===== src/rtl/core/kmna_pkg.sv =====
// ----------------------------------------------------------------------------
// kmna_pkg
// Types and constants shared by the nearest-mode assignment block.
// ----------------------------------------------------------------------------
package kmna_pkg;

  localparam int CAT_W     = 8;
  localparam int NUM_CATS  = 8;
  localparam int VEC_W     = CAT_W * NUM_CATS;
  localparam int IDX_W     = 4;
  localparam int COST_W    = 4;
  localparam int LANES     = 16;
  localparam int KEY_W     = COST_W + 1;
  localparam int CFG_CAT_W = 4;
  localparam int CFG_CLU_W = 5;
  localparam int CFG_W     = 5;

  typedef enum logic {
    OP_WRITE    = 1'b0,
    OP_CLASSIFY = 1'b1
  } opcode_t;

  typedef enum logic {
    REG_CATEGORY_COUNT = 1'b0,
    REG_CLUSTER_COUNT  = 1'b1
  } reg_index_t;

  typedef struct packed {
    logic             opcode;
    logic [IDX_W-1:0] mode_index;
    logic [VEC_W-1:0] vector;
  } req_t;

  typedef struct packed {
    logic [IDX_W-1:0]  cluster_index;
    logic [COST_W-1:0] mismatch_cost;
  } result_t;

  // A search candidate. The top bit of key marks a lane that does not take
  // part, so it always loses against an active lane.
  typedef struct packed {
    logic [KEY_W-1:0] key;
    logic [IDX_W-1:0] index;
  } cand_t;

  // Keeps a unless b is strictly better; a always carries the lower index.
  function automatic cand_t cand_pick(cand_t a, cand_t b);
    cand_t r;
    r = (b.key < a.key) ? b : a;
    return r;
  endfunction

endpackage


===== src/rtl/core/kmna_argmin.sv =====
// ----------------------------------------------------------------------------
// kmna_argmin
// Two-stage registered minimum search over the per-cluster costs.
// ----------------------------------------------------------------------------
module kmna_argmin (
  input  logic                                  clk,
  input  logic                                  rst,
  input  logic                                  in_valid,
  input  kmna_pkg::cand_t [kmna_pkg::LANES-1:0] cands,
  output logic                                  out_valid,
  output kmna_pkg::result_t                     result
);
  import kmna_pkg::*;

  localparam int MID = LANES / 4;

  cand_t [MID-1:0] mid_next;
  cand_t [MID-1:0] mid;
  logic            mid_valid;
  cand_t           best_next;

  // First stage: each group of four lanes is reduced to one candidate.
  always_comb begin
    for (int g = 0; g < MID; g++) begin
      mid_next[g] = cand_pick(cand_pick(cands[4*g], cands[4*g+1]),
                              cand_pick(cands[4*g+2], cands[4*g+3]));
    end
  end

  always_comb begin
    best_next = cand_pick(cand_pick(mid[0], mid[1]), cand_pick(mid[2], mid[3]));
  end

  always_ff @(posedge clk) begin
    if (rst) begin
      mid_valid <= 1'b0;
      out_valid <= 1'b0;
    end else begin
      mid_valid <= in_valid;
      out_valid <= mid_valid;
    end
  end

  always_ff @(posedge clk) begin
    mid                  <= mid_next;
    result.cluster_index <= best_next.index;
    result.mismatch_cost <= best_next.key[COST_W-1:0];
  end

endmodule


===== src/rtl/core/kmodes_nearest_mode_assign.sv =====
// ----------------------------------------------------------------------------
// kmodes_nearest_mode_assign
// Timing: a classify request is registered in s1, then in the s2 candidates,
// the argmin mid stage and the result, which done marks; a mode write gives
// no result and lands in the table at once. Throughput: one request per
// cycle while busy is low; the receiver cannot stall the pipeline.
// Reset: busy is high during reset and for the cycle after; the mode table is
// not cleared and must be written before it is classified against.
// ----------------------------------------------------------------------------
module kmodes_nearest_mode_assign #(
  parameter int MAX_CATEGORIES = 8,
  parameter int MAX_CLUSTERS   = 16
) (
  input  logic                        clk,
  input  logic                        rst,
  input  logic                        start,
  output logic                        busy,
  input  kmna_pkg::req_t              req,
  output logic                        done,
  output kmna_pkg::result_t           result,
  input  logic                        cfg_wr,
  input  logic                        cfg_addr,
  input  logic [kmna_pkg::CFG_W-1:0]  cfg_data
);
  import kmna_pkg::*;

  localparam int DEPTH = (MAX_CLUSTERS < LANES) ? MAX_CLUSTERS : LANES;
  localparam int CATS  = (MAX_CATEGORIES < NUM_CATS) ? MAX_CATEGORIES : NUM_CATS;

  logic [CFG_CAT_W-1:0] category_count;
  logic [CFG_CLU_W-1:0] cluster_count;
  logic [CFG_CAT_W-1:0] cats_eff;
  logic [CFG_CLU_W-1:0] clus_eff;
  logic [NUM_CATS-1:0]  cat_mask;
  logic [LANES-1:0]     lane_active;

  logic                 accept;
  logic [VEC_W-1:0]     mode_table [DEPTH];

  logic                 s1_valid;
  logic [VEC_W-1:0]     s1_vec;
  logic                 s2_valid;
  cand_t [LANES-1:0]    s2_cand;
  cand_t [LANES-1:0]    s2_cand_next;

  assign accept = start && !busy;

  always_ff @(posedge clk) begin
    if (rst) begin
      busy <= 1'b1;
    end else begin
      busy <= 1'b0;
    end
  end

  always_ff @(posedge clk) begin
    if (rst) begin
      category_count <= CFG_CAT_W'(NUM_CATS);
      cluster_count  <= CFG_CLU_W'(LANES);
    end else if (cfg_wr) begin
      case (cfg_addr)
        REG_CATEGORY_COUNT: category_count <= cfg_data[CFG_CAT_W-1:0];
        REG_CLUSTER_COUNT:  cluster_count  <= cfg_data[CFG_CLU_W-1:0];
        default: ;
      endcase
    end
  end

  // Out-of-range register values are clamped; a cluster count of zero
  // still lets mode zero take part.
  always_comb begin
    cats_eff = (category_count > CFG_CAT_W'(CATS)) ? CFG_CAT_W'(CATS) : category_count;
    if (cluster_count == '0) begin
      clus_eff = CFG_CLU_W'(1);
    end else if (cluster_count > CFG_CLU_W'(DEPTH)) begin
      clus_eff = CFG_CLU_W'(DEPTH);
    end else begin
      clus_eff = cluster_count;
    end
    for (int c = 0; c < NUM_CATS; c++) begin
      cat_mask[c] = CFG_CAT_W'(c) < cats_eff;
    end
    for (int l = 0; l < LANES; l++) begin
      lane_active[l] = (l < DEPTH) && (CFG_CLU_W'(l) < clus_eff);
    end
  end

  // Writes to an index beyond the table are dropped.
  always_ff @(posedge clk) begin
    if (accept && req.opcode == OP_WRITE &&
        {1'b0, req.mode_index} < (IDX_W + 1)'(DEPTH)) begin
      mode_table[req.mode_index[$clog2(DEPTH > 1 ? DEPTH : 2)-1:0]] <= req.vector;
    end
  end

  always_ff @(posedge clk) begin
    if (rst) begin
      s1_valid <= 1'b0;
      s2_valid <= 1'b0;
    end else begin
      s1_valid <= accept && req.opcode == OP_CLASSIFY;
      s2_valid <= s1_valid;
    end
  end

  always_ff @(posedge clk) begin
    s1_vec  <= req.vector;
    s2_cand <= s2_cand_next;
  end

  // Per-lane Hamming distance over the active category bytes.
  for (genvar l = 0; l < LANES; l++) begin : g_lane
    if (l < DEPTH) begin : g_used
      logic [NUM_CATS-1:0] diff;
      logic [COST_W-1:0]   cost;
      always_comb begin
        cost = '0;
        for (int c = 0; c < NUM_CATS; c++) begin
          diff[c] = cat_mask[c] &&
                    (s1_vec[c*CAT_W +: CAT_W] != mode_table[l][c*CAT_W +: CAT_W]);
          cost = cost + COST_W'(diff[c]);
        end
        s2_cand_next[l].key   = {!lane_active[l], cost};
        s2_cand_next[l].index = IDX_W'(l);
      end
    end else begin : g_unused
      always_comb begin
        s2_cand_next[l].key   = {1'b1, {COST_W{1'b0}}};
        s2_cand_next[l].index = IDX_W'(l);
      end
    end
  end

  kmna_argmin u_argmin (
    .clk       (clk),
    .rst       (rst),
    .in_valid  (s2_valid),
    .cands     (s2_cand),
    .out_valid (done),
    .result    (result)
  );

endmodule

===== config.mk =====
export PLATFORM = sky130hd
export DESIGN_NAME = kmodes_nearest_mode_assign
export DESIGN_NICKNAME = d
export VERILOG_FILES = /design/src/rtl/core/kmna_pkg.sv /design/src/rtl/core/kmna_argmin.sv /design/src/rtl/core/kmodes_nearest_mode_assign.sv
export SDC_FILE = /design/constraint.sdc
export NUM_CORES = 2
export LEC_CHECK = 0
export BUFFER_PORTS_ARGS = -buffer_cell sky130_fd_sc_hd__buf_2
export CORE_ASPECT_RATIO = 0.7
export CORE_MARGIN = 2
export CORE_UTILIZATION = 60
export DETAILED_ROUTE_END_ITERATION = 12
export GPL_TIMING_DRIVEN = 1
export PLACE_DENSITY = 0.77
export SYNTH_ARGS = -nofsm -noshare
export SYNTH_HDL_FRONTEND = slang
export SYNTH_HIERARCHICAL = 1
export SYNTH_SLANG_ARGS = --single-unit

===== constraint.sdc =====
create_clock -name clk -period 6.3 [get_ports clk]
set_clock_uncertainty 0.1 [all_clocks]
set_input_delay 0.315 -clock clk [delete_from_list [all_inputs] [get_ports clk]]
set_output_delay 0.315 -clock clk [all_outputs]
set_load 0.02 [all_outputs]

# After elaboration in Yosys (flattened, before gate mapping)
# Memories as Yosys holds them, arrays and structs flattened.
# Cells that the tools add are included.
[totals]
n_memories = 1
reg_bits = 202
ram_bits = 1024
output_inout_bits = 10
[op_classes]
mux = 21
n_lt_le_gt_ge = 41
n_addsub = 112
n_reduce_logical = 151
n_bitwise = 2
n_eq_ne = 128
[mem_list]
columns = ["memory", "words", "word_bits", "read_ports", "rd_ports_with_merged_regs", "write_ports", "line_no", "text"]
rows = [
  ["mode_table", 16, 64, 16, 0, 1, "kmodes_nearest_mode_assign.sv:38", "logic [VEC_W-1:0] mode_table [DEPTH];"],
]
[op_table]
columns = ["operator", "n"]
rows = [
  ["8-bit inequality test", 128],
  ["4-bit by 1-bit adder with 4-bit output", 64],
  ["1-bit logical AND", 131],
  ["9-bit two-way mux", 14],
  ["5-bit less-than comparator", 15],
  ["3-bit by 1-bit adder with 4-bit output", 16],
  ["2-bit by 1-bit adder with 3-bit output", 16],
  ["4-bit by 5-bit less-than comparator with 1-bit output, first input constant", 8],
  ["1-bit by 1-bit adder with 2-bit output", 16],
  ["3-bit by 5-bit less-than comparator with 1-bit output, first input constant", 4],
  ["1-bit logical NOT", 17],
  ["3-bit by 4-bit less-than comparator with 1-bit output, first input constant", 4],
  ["1-bit by 5-bit less-than comparator with 1-bit output, first input constant", 2],
  ["2-bit by 5-bit less-than comparator with 1-bit output, first input constant", 2],
  ["5-bit two-way mux", 2],
  ["1-bit by 4-bit less-than comparator with 1-bit output, first input constant", 2],
  ["2-bit by 4-bit less-than comparator with 1-bit output, first input constant", 2],
  ["8-bit two-way mux", 1],
  ["5-bit greater-than comparator, second input constant", 1],
  ["5-bit logical NOT", 1],
  ["4-bit greater-than comparator, second input constant", 1],
  ["4-bit two-way mux", 1],
  ["2-bit AND reduction", 2],
  ["1-bit two-way mux", 3],
  ["1-bit inverter", 2],
]

# Longest topological paths before layout
[depth]
depth_word = 11
ltp_mapped = 15

# Cells and area by module
# Netlist, hierarchy kept.
[modules_own_cells]
columns = ["mod", "n_inst", "cells_each", "area_per_inst_um2", "seq_area_each_um2"]
rows = [
  ["kmodes_nearest_mode_assign", 1, 3086, 49178.4, 33872.5],
  ["kmna_argmin", 1, 498, 4352.9, 920.9],
]

# Worst setup path before layout
# No wires, ideal clock.
[synth_path]
path_type = "flip-flop to flip-flop"
from = "register busy"
to = "memory mode_table[0][0] in the netlist's numbering, enable pin"
setup_ns = 0.565
stages_incl_launch_ff = 4
t_required_ns = 5.635
t_arrival_ns = 5.259
setup_slack_ns = 0.375
cell_sequence = "dfxtp_1 > nor4b_1 > nand2b_1 > nor3_1"
[synth_via]
elab_chain_len = 5
[synth_rtl]
columns = ["item", "line_no", "text"]
rows = [
  ["start: declaration", "kmodes_nearest_mode_assign.sv:17", "output logic busy,"],
  ["start signal: assignment", "kmodes_nearest_mode_assign.sv:50", "busy <= 1'b1;"],
  ["start signal: assignment", "kmodes_nearest_mode_assign.sv:52", "busy <= 1'b0;"],
  ["1-bit logical NOT", "kmodes_nearest_mode_assign.sv:46", "assign accept = start && !busy;"],
  ["1-bit logical AND", "kmodes_nearest_mode_assign.sv:46", ""],
  ["1-bit logical AND", "kmodes_nearest_mode_assign.sv:90", "if (accept && req.opcode == OP_WRITE &&"],
  ["1-bit two-way mux", "kmodes_nearest_mode_assign.sv:90", ""],
  ["1-bit two-way mux", "kmodes_nearest_mode_assign.sv:92", "mode_table[req.mode_index[$clog2(DEPTH > 1 ? DEPTH : 2)-1:0]] <= req.vector;"],
  ["end: declaration", "kmodes_nearest_mode_assign.sv:38", ""],
]
# Every way passes these cells.

# Final worst setup path
[layout_path]
from = "register category_count[3]"
to = "register s2_cand[6] in the netlist's numbering"
[layout_via]
elab_chain_len = 11
[layout_rtl]
columns = ["item", "line_no", "text"]
rows = [
  ["start: declaration", "kmodes_nearest_mode_assign.sv:30", "logic [CFG_CAT_W-1:0] category_count;"],
  ["start signal: assignment", "kmodes_nearest_mode_assign.sv:58", "category_count <= CFG_CAT_W'(NUM_CATS);"],
  ["start signal: assignment", "kmodes_nearest_mode_assign.sv:62", "REG_CATEGORY_COUNT: category_count <= cfg_data[CFG_CAT_W-1:0];"],
  ["4-bit greater-than comparator", "kmodes_nearest_mode_assign.sv:72", "cats_eff = (category_count > CFG_CAT_W'(CATS)) ? CFG_CAT_W'(CATS) : category_count;"],
  ["4-bit two-way mux (*)", "kmodes_nearest_mode_assign.sv:72", ""],
  ["1-bit by 4-bit less-than comparator with 1-bit output", "kmodes_nearest_mode_assign.sv:81", "cat_mask[c] = CFG_CAT_W'(c) < cats_eff;"],
  ["1-bit logical AND", "kmodes_nearest_mode_assign.sv:119", "diff[c] = cat_mask[c] &&"],
  ["1-bit by 1-bit adder with 2-bit output", "kmodes_nearest_mode_assign.sv:121", "cost = cost + COST_W'(diff[c]);"],
  ["2-bit by 1-bit adder with 3-bit output", "kmodes_nearest_mode_assign.sv:121", ""],
  ["3-bit by 1-bit adder with 4-bit output", "kmodes_nearest_mode_assign.sv:121", ""],
  ["4-bit by 1-bit adder with 4-bit output (3 in a row)", "kmodes_nearest_mode_assign.sv:121", ""],
  ["4-bit by 1-bit adder with 4-bit output (*)", "kmodes_nearest_mode_assign.sv:121", ""],
  ["net g_lane[0].g_used.cost[2]", "kmodes_nearest_mode_assign.sv:115", "logic [COST_W-1:0] cost;"],
  ["end signal: assignment", "kmodes_nearest_mode_assign.sv:108", "s2_cand <= s2_cand_next;"],
  ["end: declaration", "kmodes_nearest_mode_assign.sv:43", "cand_t [LANES-1:0] s2_cand;"],
]
# The timed path passes the listed nets; every way through them passes the cells marked *.
# A chain may end at the register's enable or synchronous reset.

==> results.cfg <==
[synthesis]
ys.flop_type = edfxtp_1
synth_cells = 3584
synth-edff-count = 1024
async_flop_share = 0
syn_area_mm2 = 0.0535
syn_avg_cell_area_um2 = 14.9
yosys_register_bits = 1226
synth_seq_area_share = 0.650
synth.distinct_cells = 65
yosysWarningCount = 6

[pwr]
power_per_cell_area_mw_per_mm2 = 353
p_leak_nw = 20.9
max-vdd-ir-drop_uv = 361

[drt]
antenna_left = 0
wl_per_cell_um = 25.0
wl_um = 127000
avgViaCountPerCell = 5.72
drt_iter0_drc = 3512
vias = 29183
drcViolationCount = 0
firstDrtPassIters = 5

[grt]
antenna_found_initial = 2
grtUsageTotal = 0.281
busiest_layer = met1
grt_start_max_net_pins = 65
grt_pass1_vias = 28497
grt_pass1_wl_um = 187000
grtUsageMet3 = 0.0534
grt_use_met1 = 0.435
met2_usage = 0.415
grt_overflow = 0

[timing]
tns_ps = 0
period_needed_ps = 5170
tightest_slew_ps = 1300
slew_headroom = 0.132
hold_violations = 0
fin_crit_sh = 0.821
setup_viol = 0
rsz0062_at_grt = no
max_freq_ghz = 0.193
slew_violations = 0

[clocking]
cts_setup_buffers = 0
cts_tree = yes
cts_root_buffer = clkbuf_16
clk_latency_ps = 730
htree_levels = 3
cts_buffers = 111
cts.sinks = 1226
cts_buffer_depth = 3
clkTransAtPathRegs_ps = 60

[finish]
drive_above_1_share = 0.0961
area_delta_synth_final_pct = 11.8
final_cell_mix = edfxtp_1 (1024), xnor2_1 (632), xor2_1 (408), dfxtp_1 (202), inv_1 (187)
fin_util = 0.678
final_nets = 4100
layout_commonest_cell = edfxtp_1

[placed_design]
gp_congestion = 0.951
hpwl_um = 84000
portBuffers = 88

[min_path]
holdPathEnd = mode_table[12][47]$_DFFE_PP_
holdCritPathClass = input port to register
min_path_cells = 3
hp-start = req[65]

[critical_path]
required_ps = 6800
cp_max_fo = 22
r2r-start = category_count[3]$_SDFFE_PP1P_
arrival_ps = 5670
reg2reg_depth = 10
cp-start-kind = register
crit_type = register to register
worstSetupEndpointType = register
r2r-end = s2_cand[6]$_DFF_P_
rrSetupSlack_ps = 1130

[floorplanning]
die_y_um = 254
core_area_mm2 = 0.0882
rows = 91
ioPinCount = 89
dieArea_mm2 = 0.0917
start_util = 0.607
die_w_um = 361

[flow_run]
maxCapViolCount = 0

[status]
run_status = complete, no violations
[logic make-up (layout without fill, tap and decap cells)]
| kind of cell | count (synthesis) | after routing | synth area share |
|---|---|---|---|
| xor gates and xnor gates | 1040 | 1040 | 0.170 |
| AOI/OAI and AO/OA | 275 | 275 | 0.0333 |
| DFF | 1226 | 1226 | 0.650 |
| muxes | 104 | 104 | 0.0194 |
| other | 2 | 66 | 0.000140 |
| adders and majority gates | 172 | 172 | 0.0492 |
| and+or+nand+nor | 429 | 429 | 0.0472 |
| buffers and inverters | 336 | 631 | 0.0306 |
[metal layers]
layer / part of all wire / wire length [um]
met1: 0.45 / 57600
met3: 0.092 / 11800
met5: 0.00010 / 13
met4: 0.017 / 2160
met2: 0.44 / 55900
[synthesized netlist by cell type (all sizes together) (32+ instances only)]
master | count | area [um2]
ha | 108 | 1350
fa | 64 | 1280
xnor2 | 632 | 5540
dfxtp | 202 | 4040
nor2 | 37 | 146
edfxtp | 1024 | 30700
xor2 | 408 | 3570
nand4 | 168 | 1060
inv | 187 | 702
a21oi | 95 | 524
nor2b | 32 | 200
buf | 139 | 898
mux2i | 104 | 1040
nor4 | 102 | 638
o21ai | 89 | 524
[registers in the layout, summed over array words and instances (netlist names)]
signal              flops
busy                    1
u_argmin/out_valid      1
cluster_count           5
s2_valid                1
u_argmin/mid_valid      1
category_count          4
s1_valid                1
s1_vec                 64
u_argmin/result         8
u_argmin/mid           36
s2_cand                80
mode_table           1024
[worst max-delay path by stage]
stage	from	end	slack, ps	depth (start not counted)
after global routing	category_count[3]$_SDFFE_PP1P_	s2_cand[6]$_DFF_P_	940	10
final	category_count[3]$_SDFFE_PP1P_	s2_cand[6]$_DFF_P_	1130	10
after CTS	category_count[3]$_SDFFE_PP1P_	s2_cand[6]$_DFF_P_	1180	10
after detailed placement	category_count[3]$_SDFFE_PP1P_	s2_cand[6]$_DFF_P_	1200	10
after global placement	category_count[3]$_SDFFE_PP1P_	s2_cand[5]$_DFF_P_	1290	10
after floorplan	busy$_DFF_P_	mode_table[0][0]$_DFFE_PP_	380	3
[timing repair]
| action | CTS | global route |
|---|---|---|
| hold buffers | 77 | 0 |
| resized for setup | 0 | 0 |
| hold endpoints to repair | 1102 | 0 |
[cell type report]
type                    instances  area [um2]
flip-flops and latches       1226       34800
fillers                      5903       28400
multi-input cells            2085       17400
clock buffers                 159        3170
repair buffers                238        1760
well taps                    1162        1450
inverters                     187         702
clock inverters                47         527
diodes                          1        2.50
[critical path, stage by stage, from the launching register on]
cell     delay (ps)
dfxtp_1         880
or2_1           710
o21ai_0         670
fa_1            730
fa_1            570
inv_1            80
fa_1            490
ha_1            170
inv_1            60
fa_1            430
xnor2_1         130
[where the power goes]
part / internal [mW] / total, mW / leakage [nW] / switching [mW]
clock network: 3.91 / 6.86 / 1.80 / 2.95
registers: 9.22 / 9.54 / 10.9 / 0.321
logic: 1.95 / 4.72 / 8.15 / 2.77
total: 15.1 / 21.1 / 20.9 / 6.04
[metrics by stage]
stage	setup WS (ps)	cells	total power, mW	hold slack, ps	area [um2]
2_1_floorplan	375	3647	13.0	243	53800
3_3_place_gp	1290	4821	14.1	331	55400
3_5_place_dp	1200	4821	14.3	330	55400
4_1_cts	1180	5104	21.1	192	59900
5_1_grt	940	5105	22.0	217	59900
6_report	1130	5105	21.1	223	59900
No activity file was read; power rests on OpenSTA's default activity.
